**src/hw/rtl/tsd_pkg.sv**
```systemverilog
// Shared constants and types for the descending tournament sorter.
package tsd_pkg;

    localparam int LEAVES_DEF     = 16;
    localparam int VALUE_BITS_DEF = 16;
    localparam int DATA_W         = 16;

    // Per-cycle command broadcast to every cell of the chain.
    typedef struct packed {
        logic ins;   // sorted insert of the incoming value
        logic pop;   // shift toward cell 0, head leaves the chain
    } t_cell_ctl;

endpackage

```
**src/hw/rtl/tsd_cell.sv**
```systemverilog
// One slot of the sorted chain: holds a value and its occupancy bit.
module tsd_cell #(
    parameter int VALUE_BITS = tsd_pkg::VALUE_BITS_DEF
) (
    input  logic                  i_clk,
    input  logic                  i_rst_n,
    input  tsd_pkg::t_cell_ctl    i_ctl,
    input  logic [VALUE_BITS-1:0] i_x,
    input  logic [VALUE_BITS-1:0] i_prev_val,
    input  logic                  i_prev_full,
    input  logic                  i_prev_beats,
    input  logic [VALUE_BITS-1:0] i_next_val,
    input  logic                  i_next_full,
    output logic [VALUE_BITS-1:0] o_val,
    output logic                  o_full,
    output logic                  o_beats
);

    logic [VALUE_BITS-1:0] r_val;
    logic                  r_full;
    logic [VALUE_BITS-1:0] n_val;
    logic                  n_full;
    logic                  w_take_x;

    // A held value at least as large as the newcomer stays in place.
    assign o_beats  = r_full && (r_val >= i_x);
    assign w_take_x = !o_beats && i_prev_beats;

    always_comb begin
        n_val  = r_val;
        n_full = r_full;
        if (i_ctl.pop) begin
            n_val  = i_next_val;
            n_full = i_next_full;
        end else if (i_ctl.ins && !o_beats) begin
            if (w_take_x) begin
                n_val  = i_x;
                n_full = 1'b1;
            end else begin
                n_val  = i_prev_val;
                n_full = i_prev_full;
            end
        end
    end

    always_ff @(posedge i_clk) begin
        if (!i_rst_n) begin
            r_full <= 1'b0;
        end else begin
            r_full <= n_full;
        end
    end

    always_ff @(posedge i_clk) begin
        r_val <= n_val;
    end

    assign o_val  = r_val;
    assign o_full = r_full;

endmodule

```
**src/hw/rtl/tournament_sort_descending.sv**
```systemverilog
// Descending sorter built as a chain of cells that keep the loaded values in order.
// Each input item is inserted in place into a chain of LEAVES cells,
// so the cells always hold the loaded values sorted largest first at cell 0. An item
// arriving when all LEAVES cells are occupied is dropped. Once the item marked
// last is accepted, the chain starts shifting toward cell 0 and hands out one value per
// cycle whenever the output register is empty or being taken, so the consumer can stall it.
// Input ready is low while a set is being read out; the final value is marked and leaves
// the chain empty for the next set. The output holds a registered item, so the next set may
// start loading while the last value of the previous one still waits to be taken.
module tournament_sort_descending #(
    parameter int LEAVES     = tsd_pkg::LEAVES_DEF,
    parameter int VALUE_BITS = tsd_pkg::VALUE_BITS_DEF
) (
    input  logic                       i_clk,
    input  logic                       i_rst_n,
    input  logic                       i_in_valid,
    output logic                       o_in_ready,
    input  logic [tsd_pkg::DATA_W-1:0] i_value,
    input  logic                       i_is_last,
    output logic                       o_out_valid,
    input  logic                       i_out_ready,
    output logic [tsd_pkg::DATA_W-1:0] o_value_res,
    output logic                       o_is_last_res
);

    typedef enum logic {S_LOAD, S_EMIT} t_state;

    t_state                     r_state;
    logic                       r_out_valid;
    logic [tsd_pkg::DATA_W-1:0] r_value_res;
    logic                       r_is_last_res;

    logic [VALUE_BITS-1:0] w_x;
    logic [VALUE_BITS-1:0] w_val [LEAVES];
    logic [LEAVES-1:0]     w_full;
    logic [LEAVES-1:0]     w_beats;
    logic                  w_in_acc;
    logic                  w_pop;
    logic                  w_final;
    tsd_pkg::t_cell_ctl    w_ctl;

    assign w_x      = VALUE_BITS'(i_value);
    assign w_in_acc = i_in_valid && o_in_ready;
    assign w_pop    = (r_state == S_EMIT) && (!r_out_valid || i_out_ready);
    // Head is the only occupied cell: this pop ends the set.
    assign w_final  = !w_full[1];

    assign w_ctl.ins = w_in_acc && !w_full[LEAVES-1];
    assign w_ctl.pop = w_pop;

    for (genvar g = 0; g < LEAVES; g++) begin : g_cell
        logic [VALUE_BITS-1:0] w_pv;
        logic                  w_pf;
        logic                  w_pb;
        logic [VALUE_BITS-1:0] w_nv;
        logic                  w_nf;

        if (g == 0) begin : g_head
            assign w_pv = '0;
            assign w_pf = 1'b0;
            assign w_pb = 1'b1;
        end else begin : g_body
            assign w_pv = w_val[g-1];
            assign w_pf = w_full[g-1];
            assign w_pb = w_beats[g-1];
        end

        if (g == LEAVES-1) begin : g_tail
            assign w_nv = '0;
            assign w_nf = 1'b0;
        end else begin : g_mid
            assign w_nv = w_val[g+1];
            assign w_nf = w_full[g+1];
        end

        tsd_cell #(
            .VALUE_BITS (VALUE_BITS)
        ) u_cell (
            .i_clk        (i_clk),
            .i_rst_n      (i_rst_n),
            .i_ctl        (w_ctl),
            .i_x          (w_x),
            .i_prev_val   (w_pv),
            .i_prev_full  (w_pf),
            .i_prev_beats (w_pb),
            .i_next_val   (w_nv),
            .i_next_full  (w_nf),
            .o_val        (w_val[g]),
            .o_full       (w_full[g]),
            .o_beats      (w_beats[g])
        );
    end

    always_ff @(posedge i_clk) begin
        if (!i_rst_n) begin
            r_state     <= S_LOAD;
            r_out_valid <= 1'b0;
        end else begin
            if (r_out_valid && i_out_ready) begin
                r_out_valid <= 1'b0;
            end
            case (r_state)
                S_LOAD: begin
                    if (w_in_acc && i_is_last) begin
                        r_state <= S_EMIT;
                    end
                end
                S_EMIT: begin
                    if (w_pop) begin
                        r_out_valid   <= 1'b1;
                        r_value_res   <= tsd_pkg::DATA_W'(w_val[0]);
                        r_is_last_res <= w_final;
                        if (w_final) begin
                            r_state <= S_LOAD;
                        end
                    end
                end
                default: begin
                    r_state <= S_LOAD;
                end
            endcase
        end
    end

    assign o_in_ready    = (r_state == S_LOAD);
    assign o_out_valid   = r_out_valid;
    assign o_value_res   = r_value_res;
    assign o_is_last_res = r_is_last_res;

    // Occupied cells always form an unbroken run starting at cell 0.
    a_prefix: assert property (@(posedge i_clk) disable iff (!i_rst_n)
        ((w_full + LEAVES'(1)) & w_full) == '0)
        else $error("occupied cells not contiguous");

    // Head never smaller than its neighbor.
    a_sorted: assert property (@(posedge i_clk) disable iff (!i_rst_n)
        w_full[1] |-> (w_val[0] >= w_val[1]))
        else $error("chain out of order");

    // Readout never starts on an empty chain.
    a_emit_nonempty: assert property (@(posedge i_clk) disable iff (!i_rst_n)
        (r_state == S_EMIT) |-> w_full[0])
        else $error("readout with empty chain");

    // Final pop leaves the chain empty for the next set.
    a_cleared: assert property (@(posedge i_clk) disable iff (!i_rst_n)
        (w_pop && w_final) |=> (w_full == '0))
        else $error("chain not cleared after set");

endmodule
```
**config.mk**
```make
export PLATFORM = sky130hd
export DESIGN_NAME = tournament_sort_descending
export DESIGN_NICKNAME = d
export VERILOG_FILES = /design/src/hw/rtl/tsd_pkg.sv /design/src/hw/rtl/tsd_cell.sv /design/src/hw/rtl/tournament_sort_descending.sv
export SDC_FILE = /design/constraint.sdc
export NUM_CORES = 1
export LEC_CHECK = 0
export ABC_AREA = 1
export BUFFER_PORTS_ARGS = -buffer_cell sky130_fd_sc_hd__buf_2
export CAP_MARGIN = 15
export CORE_AREA = 8 8 211 213
export DETAILED_ROUTE_END_ITERATION = 6
export DIE_AREA = 0 0 219 221
export PLACE_DENSITY = 0.7
export SETUP_SLACK_MARGIN = 0.4
export SKIP_LAST_GASP = 1
export SLEW_MARGIN = 0
export SYNTH_ARGS = -nofsm -noshare
export SYNTH_HDL_FRONTEND = slang
export SYNTH_SLANG_ARGS = --single-unit
```
**constraint.sdc**
```tcl
create_clock -name i_clk -period 4.7 [get_ports i_clk]
set_clock_uncertainty 0.05 [all_clocks]
set_input_delay 0.94 -clock i_clk [delete_from_list [all_inputs] [get_ports i_clk]]
set_output_delay 0.94 -clock i_clk [all_outputs]
set_load 0.05 [all_outputs]
```
== Yosys cells after proc, flatten, opt, wreduce, memory -nomap -nowiden ==
Index checks and enable logic that the tools add are counted.
Word-level totals
  output and inout port bits: 19
  bits of input ports: 21
  register bits: 291
  logic and storage cells: 242
Cells by class
  magnitude comparators: 16
  muxes and demuxes: 99
  reduce and logical (&&, ||, !) cells: 89
  bitwise logic cells: 2
Operator list (number)
  2-to-1 mux 16 bit: 46
  greater-or-equal comparator 16 bit: 16
  logical AND 1 bit: 52
  2-to-1 mux 1 bit: 52
  nonzero test 2 bit: 15
  logical NOT 1 bit: 19
  AND reduction 3 bit: 1
  NOT 1 bit: 2
  one-hot mux 1 bit (2 select lines): 1
  OR reduction 2 bit: 1
  logical OR 1 bit: 1

== Logic depth before layout (Yosys ltp) ==
Gate-level depths: netlist of run 1.
  depth after elaboration: 7
  mapped depth: 18
  depth with buffers taken out: 16

== By module ==
Synthesis of run 1 repeated with hierarchy kept, for this count alone.
Second synthesis, totals
  cells, all modules: 3298
  area total of the unflattened synthesis: 24329.6 um2
Modules (own cells, without submodules)
  tsd_cell at g_cell[0].u_cell ...: times used 15, area an instance 1482.7 um2, seq. area each 500.5 um2, cells an instance 204
  tsd_cell at g_cell[9].u_cell: times used 1, area an instance 1460.2 um2, seq. area each 500.5 um2, cells an instance 202
  tournament_sort_descending: times used 1, area an instance 629.4 um2, seq. area each 550.5 um2, cells an instance 36

== Worst setup path before layout of run 1 ==
No wires, ideal clock.
  kind: input -> register
  start point: input port i_value[1] in the netlist's numbering
  end point: register g_cell[0].u_cell.r_val[0], enable pin
  required time: 4.259 ns
  slack: 0.697 ns
  stages: 15
  arrival: 3.562 ns
  setup time: 0.391 ns
  path buffers: 2
  cell sequence: clkinv_1 > clkbuf_1 > ha_1 > clkinv_1 > nor2_1 > o21bai_1 > nand2_1 > nand2_1 > nand2_1 > nand2_1 > nand3_1 > nand2_1 > inv_2 > buf_2 > o21ai_1
Between the ends
  cells in the longest elaborated chain, start to end: 5
Ends and longest elaborated chain
  from (decl): line tournament_sort_descending.sv:18  | input logic [tsd_pkg::DATA_W-1:0] i_value,
  greater-or-equal comparator 16 bit: line tsd_cell.sv:26  | assign o_beats = r_full && (r_val >= i_x);
  logical AND 1 bit: line tsd_cell.sv:26
  logical NOT 1 bit
  logical AND 1 bit: line tsd_cell.sv:35  | end else if (i_ctl.ins && !o_beats) begin
  nonzero test 2 bit (no source line)
  to (signal assigned): line tsd_cell.sv:55  | r_val <= n_val;
  to (decl): line tsd_cell.sv:19  | logic [VALUE_BITS-1:0] r_val;
No other way between the ends.
A chain may end at the register's enable or synchronous reset.

== Worst setup path after layout of run 1 ==
  start point: input port i_value[1] in the netlist's numbering
  end point: register g_cell[9].u_cell.r_val[11], enable pin
Between the ends
  cells in the longest elaborated chain, start to end: 5
Ends and longest elaborated chain (line)
  greater-or-equal comparator 16 bit: tsd_cell.sv:26
  logical AND 1 bit: tsd_cell.sv:26
  logical NOT 1 bit: tsd_cell.sv:35
  logical AND 1 bit: tsd_cell.sv:35
  nonzero test 2 bit (no source line)
  to (signal assigned): tsd_cell.sv:55
  to (decl): tsd_cell.sv:19
No other way between the ends.

==> results of run 1 <==
## stage by stage
stage / setup slack [ns] / total power, uW / instances / hold WS, ns / util (%)
after floorplan: 0.6970 / 6821 / 2891 / 0.3764 / -
after CTS: 0.8577 / 10760 / 3454 / 0.4276 / 57.79
final: 0.7660 / 10780 / 3454 / 0.4221 / 57.79
after global placement: 0.3272 / 7758 / 3390 / 0.3932 / 54.96
after detailed placement: 0.2786 / 7933 / 3390 / 0.4120 / 54.96
after global routing: 0.4929 / 11480 / 3454 / 0.4419 / 57.79
## metal layers
metal	share of wire, %	global-route usage (%)	vias to the layer above
li1	-	-	9595
met1	41	34.08	9426
met2	47	42.97	855
met3	8.0	4.475	181
met4	3.8	10.53	0
met5	0	0	-
## worst max-delay path, delay by kind of cell
family / cells / cell delay, ns
adders and majority gates: 1 / 0.67
buffers and inverters: 3 / 0.95
AOI/OAI and AO/OA: 1 / 0.14
and+or+nand+nor: 9 / 1.34
## cells in the final DEF (no fill, tap or decap), types with 2 or more instances in the layout
cell and count:
sky130_fd_sc_hd__nand2_1 997, sky130_fd_sc_hd__nand3_1 499, sky130_fd_sc_hd__inv_1 299, sky130_fd_sc_hd__edfxtp_1 257
sky130_fd_sc_hd__ha_1 256, sky130_fd_sc_hd__a21oi_1 126, sky130_fd_sc_hd__nor2_1 80, sky130_fd_sc_hd__o21ai_0 43
sky130_fd_sc_hd__buf_2 39, sky130_fd_sc_hd__clkbuf_16 36, sky130_fd_sc_hd__dfxtp_1 34, sky130_fd_sc_hd__clkinv_1 33
sky130_fd_sc_hd__buf_4 32, sky130_fd_sc_hd__nand4_1 17, sky130_fd_sc_hd__nand2_2 17, sky130_fd_sc_hd__o22ai_1 17
sky130_fd_sc_hd__o21bai_1 15, sky130_fd_sc_hd__o21a_1 15, sky130_fd_sc_hd__nand2_4 14, sky130_fd_sc_hd__buf_12 13
sky130_fd_sc_hd__nor3_2 12, sky130_fd_sc_hd__inv_4 9, sky130_fd_sc_hd__inv_2 8, sky130_fd_sc_hd__clkbuf_1 8
sky130_fd_sc_hd__nand3_2 7, sky130_fd_sc_hd__clkbuf_8 6, sky130_fd_sc_hd__clkinv_2 4, sky130_fd_sc_hd__nor3_1 3
sky130_fd_sc_hd__o21ai_1 3, sky130_fd_sc_hd__bufinv_16 3, sky130_fd_sc_hd__a21oi_2 2, sky130_fd_sc_hd__inv_6 2
## final timing paths
check / from / endpoint / depth (start not counted) / slack [ns]
min reg2reg: g_cell[0].u_cell.o_val[0] / o_value_res[0] / 0 / 0.42
max reg2reg: o_out_valid / g_cell[9].u_cell.o_val[11] / 4 / 1.85
max: i_value[1] / g_cell[9].u_cell.o_val[11] / 14 / 0.77
min: g_cell[0].u_cell.o_val[0] / o_value_res[0] / 0 / 0.42
## logic make-up after synthesis
kind of cell | after synthesis | share of synthesized area, %
compound gates | 225 | 5.692
fa+ha+maj | 256 | 14.62
buf+inv | 470 | 8.809
flops | 291 | 38.32
simple gates | 1649 | 32.56
## layout make-up
| class | instances | area [um^2] | share of cell area [%] |
|---|---|---|---|
| Clock buffer | 50 | 1013 | 4.247 |
| Inverter | 346 | 1326 | 5.558 |
| Clock inverter | 14 | 157.7 | 0.6607 |
| Multi-Input combinational cell | 2130 | 11600 | 48.60 |
| Timing Repair Buffer | 84 | 695.7 | 2.915 |
| Tap cell | 539 | 674.4 | 2.826 |
| Sequential cell | 291 | 8398 | 35.19 |
## sequential cells by signal (all words and copies together) (netlist names)
signal	cells
g_cell.u_cell.o_full	16
r_state	1
o_is_last_res	1
o_out_valid	1
o_value_res	16
g_cell.u_cell.o_val	256
## power groups by stage
stage | clock network (uW) | logic, uW | registers (uW)
floorplan | 0 | 2720 | 4100
global placement | 0 | 3400 | 4360
detailed placement | 0 | 3570 | 4370
CTS | 2850 | 3590 | 4320
global route | 2940 | 4150 | 4390
finish | 2820 | 3620 | 4340
==> summary.md, run 1 <==
| Metric | Value |
|---|---|
| Run status | `completed` |
| Worst setup EP type | `register` |
| Final clock period utilization by the worst path | `83.70%` |
| Worst-path fanout max | `20` |
| Detailed Place HPWL | `45,910 um` |
| Antenna violations before repair | `0` |
| Psw | `4127 uW` |
| Maximum number of pins on one net before global-route repair | `127` |
| Worst Max-Slew Pin Slew | `1.084 ns` |
| Total negative slack | `0 ns` |
| CTS Root Buffer Type | `sky130_fd_sc_hd__clkbuf_16` |
| Number of global-route vias before repair | `19,780` |
| Die outline height | `221 um` |
| Clock slew at reported path FFs | `0.06 ns` |
| All-Layer GR Usage | `26.25%` |
| Vias per inst | `5.807` |
| Cell taking the most area after synthesis | `sky130_fd_sc_hd__edfxtp_1` |
| Clock sink count | `291` |
| Worst path max stage delay | `0.81 ns` |
| Sw Ratio | `38.28%` |
| Synthesized instance count | `2,891` |
| Relative slew slack | `27.29%` |
| # rows | `75` |
| Net count reported at finish | `3,165` |
| Leading cell types by count after synthesis | `sky130_fd_sc_hd__nand2_1, sky130_fd_sc_hd__nand3_1, sky130_fd_sc_hd__inv_1` |
| Die ar. | `0.04840 mm^2` |
| Total detailed-routing wirelength | `64,680 um` |
| Setup Viol. Count Final | `0` |
| Fraction of final layout cells sized beyond drive strength 1 | `7.170%` |
| Largest cells by area after synthesis | `sky130_fd_sc_hd__edfxtp_1, sky130_fd_sc_hd__nand2_1, sky130_fd_sc_hd__ha_1, sky130_fd_sc_hd__nand3_1, sky130_fd_sc_hd__inv_1` |
| First-pass GRT wire length | `103,100 um` |
| Final routed DRC violation total | `0` |
| Combinational share of power | `33.6%` |
| Flip-flop cell with the highest count after synthesis | `sky130_fd_sc_hd__edfxtp_1` |
| DP Area | `0.02269 mm^2` |
| Number of buffers added on ports | `39` |
| GRT Residual Overflow | `0` |
| Highest Clock Rate | `0.2542 GHz` |
| Total power per unit cell area | `451.8 mW/mm^2` |
| Warning count from the yosys run | `0` |
| Min cycle time layout | `3.934 ns` |
| Flop pwr share | `40.2%` |
| Initial Util | `53.08%` |
| Insertion delay to the later sink of the worst-skew pair | `0.57 ns` |
| Hold buffer count at CTS | `0` |
| Clock tree from TritonCTS | `yes` |
| Internal power | `6653 uW` |
| Fraction of registers with async set or reset after synthesis | `0%` |
| IR Drop Worst-Case VDD | `0.3493 mV` |
| Total number of vias | `20,060` |
| Fill cell total of the finished layout | `3,783` |
| Number of flops mapped to enable cells by yosys | `257` |
| Post-synth cell types | `34` |
| Cell area after synthesis | `0.02192 mm^2` |
| Final hold violation count | `0` |
| Arrival time at the worst endpoint | `4.06 ns` |
| Max stage delay cell, worst path | `sky130_fd_sc_hd__clkinv_1` |
| Number of buffers inserted to repair setup after CTS | `0` |
| Number of detailed-routing iterations run before antenna repair | `7` |
| Post-detailed-route wirelength per cell | `18.73 um` |
| Max H-tree Level | `2` |
| P&R area growth vs syn | `8.883%` |
| Most frequently used cell type in the post-synthesis netlist | `sky130_fd_sc_hd__nand2_1` |
| Number of slew-limit violations in the final report | `0` |
| Core footprint | `0.04129 mm^2` |
| Final RePlAce weighted congestion | `0.9038` |
| Final design instance area without fill | `0.02386 mm^2` |
| Cell repeated most along the worst path | `sky130_fd_sc_hd__nand2_1` |
| Sequential cell area fraction in the yosys report | `38.32%` |
| DRT antenna net count | `0` |
| Count of inserted antenna diode cells | `0` |
| Max_cap viols | `0` |
| Unrepaired setup endpoints after global routing | `false` |
| Fraction of synthesized cell area taken by the top area cell type | `35.21%` |
| Die width | `219 um` |
| Static power due to leakage | `0.01205 uW` |
| # IOs | `40` |
| List of cells traversed by the critical path | `buf_2, clkinv_1, ha_1, clkinv_1, nor2_1, o21bai_1, nand2_1, nand2_1, nand2_1, nand2_1, nand3_2, nand2_4, nand2_1, nand2_1` |
| Avg Synthesized Cell Area | `7.581 um^2` |
| Hold WC Path Type | `register to register` |
| Clk pwr share | `26.2%` |
| Iteration-0 DRC Markers | `2,054` |
| Net Count, Synth | `3,168` |
| Launching element type of the critical path | `input pin` |
| Inserted Clock Buffers | `35` |
| Total of cells resized after clock tree synthesis | `0` |
| Data required, critical path | `4.83 ns` |
| Maximum buffer depth of the clock tree | `3` |
| Synthesized flop and latch total | `291` |
| Kind of critical path | `input pin to register` |
(Power assumes the default switching activity.)
==> run 2, diff against run 1 <==
--- a/config.mk
+++ b/config.mk
@@ -5,12 +5,12 @@
 export SDC_FILE = /design/constraint.sdc
 export NUM_CORES = 1
 export LEC_CHECK = 0
-export ABC_AREA = 1
+export ABC_AREA = 0
 export BUFFER_PORTS_ARGS = -buffer_cell sky130_fd_sc_hd__buf_2
 export CAP_MARGIN = 15
-export CORE_AREA = 8 8 211 213
+export CORE_AREA = 8 8 199 201
 export DETAILED_ROUTE_END_ITERATION = 6
-export DIE_AREA = 0 0 219 221
+export DIE_AREA = 0 0 207 209
 export PLACE_DENSITY = 0.7
 export SETUP_SLACK_MARGIN = 0.4
 export SKIP_LAST_GASP = 1
==> constraint.sdc (replaced) <==
create_clock -name i_clk -period 3.9 [get_ports i_clk]
set_clock_uncertainty 0.05 [all_clocks]
set_input_delay 0.78 -clock i_clk [delete_from_list [all_inputs] [get_ports i_clk]]
set_output_delay 0.78 -clock i_clk [all_outputs]
set_load 0.05 [all_outputs]
==> summary.md, run 2 <==
| Metric | Value |
|---|---|
| Run status | `completed` |
| Insertion delay to the later sink of the worst-skew pair | `0.53 ns (-0.04 ns)` |
| Count of inserted antenna diode cells | `0 (unchanged)` |
| Flip-flop cell with the highest count after synthesis | `sky130_fd_sc_hd__edfxtp_1` |
| Hold WC Path Type | `input pin to register` |
| Min cycle time layout | `3.335 ns` |
| Clock slew at reported path FFs | `0.06 ns (about the same)` |
| Vias per inst | `6.377 (+9.8%)` |
| Kind of critical path | `input pin to register` |
| Number of flops mapped to enable cells by yosys | `257 (unchanged)` |
| Iteration-0 DRC Markers | `1,350 (-34%)` |
| CTS Root Buffer Type | `sky130_fd_sc_hd__clkbuf_16` |
| Startpoint of the most critical hold path | `i_is_last` |
| Area used by sequential logic in the layout | `0.008398 mm^2 (unchanged)` |
| Relative slew slack | `18.58% (-8.7 points)` |
| Combinational share of power | `28.4% (-5.2 points)` |
| Commonest cells after routing, fill and taps aside | `sky130_fd_sc_hd__edfxtp_1, sky130_fd_sc_hd__ha_1, sky130_fd_sc_hd__nand2_1` |
| Net count reported at finish | `2,240 (-29%)` |
| Multiplexer share of the synthesized area | `9.609% (+9.6 points)` |
| Worst-path fanout max | `17 (-15%)` |
| First-pass GRT wire length | `88,870 um (-14%)` |
| Flop pwr share | `43.0% (+2.8 points)` |
| Worst Hold End | `r_state` |
| Most frequently used cell type in the post-synthesis netlist | `sky130_fd_sc_hd__edfxtp_1` |
| GRT Residual Overflow | `0 (unchanged)` |
| Total of cells resized after clock tree synthesis | `0 (unchanged)` |
| Worst Max-Slew Pin Slew | `1.215 ns (+0.1308 ns)` |
| Total power per unit cell area | `517.4 mW/mm^2 (+15%)` |
| Fraction of registers with async set or reset after synthesis | `0% (unchanged)` |
| Combinational family with the most area after synthesis | `compound AO/OA/AOI/OAI gates` |
| Sw Ratio | `33.38% (-4.9 points)` |
| Number of instances on the worst hold path | `3 (+3)` |
| Largest cells by area after synthesis | `sky130_fd_sc_hd__edfxtp_1, sky130_fd_sc_hd__ha_1, sky130_fd_sc_hd__mux2i_1, sky130_fd_sc_hd__a21oi_1, sky130_fd_sc_hd__nand2_1` |
| Final clock period utilization by the worst path | `85.52%` |
| Max H-tree Level | `2 (unchanged)` |
| DRT antenna net count | `0 (unchanged)` |
| Arrival time at the worst endpoint | `3.51 ns (-0.55 ns)` |
| Cell area after synthesis | `0.01948 mm^2 (-11%)` |
| Leading cell types by count after synthesis | `sky130_fd_sc_hd__edfxtp_1, sky130_fd_sc_hd__ha_1, sky130_fd_sc_hd__nand2_1` |
| Fraction of synthesized cell area in xor and xnor cells | `0% (unchanged)` |
| Number of detailed-routing iterations run before antenna repair | `5 (-2)` |
| Post-placement worst setup slack | `-0.06049 ns (-0.3391 ns)` |
| Max stage delay cell, worst path | `sky130_fd_sc_hd__nor4_1` |
| Net Count, Synth | `2,164 (-32%)` |
| Clk pwr share | `28.6% (+2.4 points)` |
| Total number of vias | `15,760 (-21%)` |
| Synthesized flop and latch total | `291 (unchanged)` |
| Number of buffers added on ports | `39 (unchanged)` |
| Post-detailed-route wirelength per cell | `23.07 um (+23%)` |
| Number of slew-limit violations in the final report | `0 (unchanged)` |
| Most common cell after layout, fill and taps aside | `sky130_fd_sc_hd__edfxtp_1` |
| Number of buffers inserted to repair setup after CTS | `0 (unchanged)` |
| Maximum number of pins on one net before global-route repair | `61 (-52%)` |
| Setup Viol. Count Final | `0 (unchanged)` |
| Warning count from the yosys run | `0 (unchanged)` |
| Fraction of synthesized cell area taken by the top area cell type | `39.62% (+4.4 points)` |
| Detailed Place HPWL | `42,970 um (-6.4%)` |
| Synthesized-area fraction occupied by and/or/nand/nor cells | `10.78% (-22 points)` |
| Highest Clock Rate | `0.2998 GHz` |
| Die ar. | `0.04326 mm^2 (-11%)` |
| # rows | `70 (-6.7%)` |
| Capturing point of the worst reg2reg path | `g_cell[2].u_cell.o_val[4]` |
| Psw | `3789 uW (-8.2%)` |
| Cell taking the most area after synthesis | `sky130_fd_sc_hd__edfxtp_1` |
| P&R area growth vs syn | `12.63%` |
| All-Layer GR Usage | `25.54% (-0.71 points)` |
| Startpoint of the most critical register-to-register path | `g_cell[2].u_cell.o_val[13]` |
| Inserted Clock Buffers | `34 (-2.9%)` |
| Cell repeated most along the worst path | `sky130_fd_sc_hd__buf_4` |
| Number of buffers and inverters on the critical path | `6 (+3)` |
| Reg2reg setup slack | `0.81 ns (-1.04 ns)` |
| Antenna violations before repair | `0 (unchanged)` |
| Fill cell total of the finished layout | `3,022 (-20%)` |
| Final RePlAce weighted congestion | `0.9240 (+2.2%)` |
| Internal power | `7562 uW (+14%)` |
| Max FFs per register | `256 (unchanged)` |
| Area of the multi-input gates | `0.01043 mm^2 (-10%)` |
| Final hold violation count | `0 (unchanged)` |
| Number of global-route vias before repair | `15,680 (-21%)` |
| Data required, critical path | `4.08 ns (-0.75 ns)` |
| Hold slack | `0.4529 ns (+0.03077 ns)` |
| Maximum buffer depth of the clock tree | `3 (unchanged)` |
| Die outline height | `209 um (-5.4%)` |
| Synth Area in Adders | `15.42% (+0.80 points)` |
| IR Drop Worst-Case VDD | `0.2681 mV (-23%)` |
| Worst path max stage delay | `0.39 ns (-0.42 ns)` |
| Fraction of final layout cells sized beyond drive strength 1 | `11.78% (+4.6 points)` |
| List of cells traversed by the critical path | `buf_2, inv_1, buf_12, buf_4, ha_1, nand4_1, nor4_1, a2bb2oi_1, a31oi_1, buf_4, nand2b_1, buf_4, mux2i_1, a21oi_1` |
| Setup slack after layout | `0.5646 ns (-0.2014 ns)` |
| Kind of cell adding the most delay to the critical path | `buffers and inverters` |
| Unrepaired setup endpoints after global routing | `false` |
| Synthesized instance count | `1,903 (-34%)` |
| Clock sink count | `291 (unchanged)` |
| Post-synth cell types | `65 (+91%)` |
| Initial Util | `53.72% (+0.64 points)` |
| Static power due to leakage | `0.009668 uW (-20%)` |
| Worst setup EP type | `register` |
| Final routed DRC violation total | `0 (unchanged)` |
| Max_cap viols | `0 (unchanged)` |
| Avg Synthesized Cell Area | `10.24 um^2 (+35%)` |
| Clock tree from TritonCTS | `yes` |
| Sequential cell area fraction in the yosys report | `43.11% (+4.8 points)` |
| Total detailed-routing wirelength | `57,000 um (-12%)` |
| Synthesized-area fraction occupied by ao, oa, aoi and oai cells | `17.32% (+12 points)` |
| # IOs | `40 (unchanged)` |
| Die width | `207 um (-5.5%)` |
| Logic depth of the worst register-to-register path | `7 (+3)` |
| Hold buffer count at CTS | `0 (unchanged)` |
| Launching element type of the critical path | `input pin` |
| Core footprint | `0.03626 mm^2 (-12%)` |
==> run 2: layout make-up <==
class,instances,area share [%]
multi-input cells,1458,47.55
flip-flops and latches,291,38.28
repair buffers,154,5.806
clock buffers,42,4.112
well taps,468,2.669
clock inverters,18,0.8954
inverters,40,0.6844
==> run 2: cells by family (layout without fill, tap and decap cells) <==
logic type / after synthesis / count (layout)
simple gates: 500 / 501
fa+ha+maj: 240 / 240
buf+inv: 155 / 254
mux: 187 / 187
compound gates: 530 / 530
flops: 291 / 291
==> run 2: stage by stage <==
| stage | util, % | instance area [um^2] | total power (uW) | setup TNS [ns] | instances |
|---|---|---|---|---|---|
| final | 60.50 | 21940 | 11350 | 0 | 2471 |
| after global routing | 60.50 | 21940 | 11940 | 0 | 2471 |
| after CTS | 60.39 | 21900 | 11320 | 0 | 2468 |
| after detailed placement | 57.36 | 20800 | 8079 | -0.4313 | 2408 |
| after global placement | 57.36 | 20800 | 7932 | 0 | 2408 |
| after floorplan | - | 19490 | 6952 | 0 | 1903 |
==> run 2: per-layer routing <==
metal / global-route usage [%] / share of wire, % / vias up
met5: 0 / 0 / -
met3: 2.649 / 6.1 / 147
met4: 10.82 / 4.4 / 0
met2: 41.76 / 46 / 670
li1: - / - / 7344
met1: 34.25 / 43 / 7597
==> run 2: power groups by stage <==
stage	Clock [uW]	Sequential, uW	Combinational [uW]
after floorplan	0	4690	2260
after global placement	0	4920	3010
after detailed placement	0	4930	3150
after CTS	3270	4870	3180
after global routing	3380	4950	3600
final	3240	4890	3220
==> run 2: worst min-delay path: stages <==
cell	delay [ns]
sky130_fd_sc_hd__buf_2	0.10
sky130_fd_sc_hd__nand2_1	0.04
sky130_fd_sc_hd__a21boi_0	0.06
==> run 2: worst max path at each step <==
stage | from | to | slack [ns] | depth (start not counted)
after floorplan | i_value[1] | g_cell[14].u_cell.o_val[0] | 0.42 | 8
after global placement | i_value[9] | g_cell[14].u_cell.o_val[3] | 0.02 | 11
after detailed placement | i_value[9] | g_cell[14].u_cell.o_val[6] | -0.06 | 11
after CTS | i_value[9] | g_cell[14].u_cell.o_val[6] | 0.46 | 11
after global routing | i_value[0] | g_cell[14].u_cell.o_val[11] | 0.46 | 11
final | i_value[9] | g_cell[11].u_cell.o_val[7] | 0.56 | 14
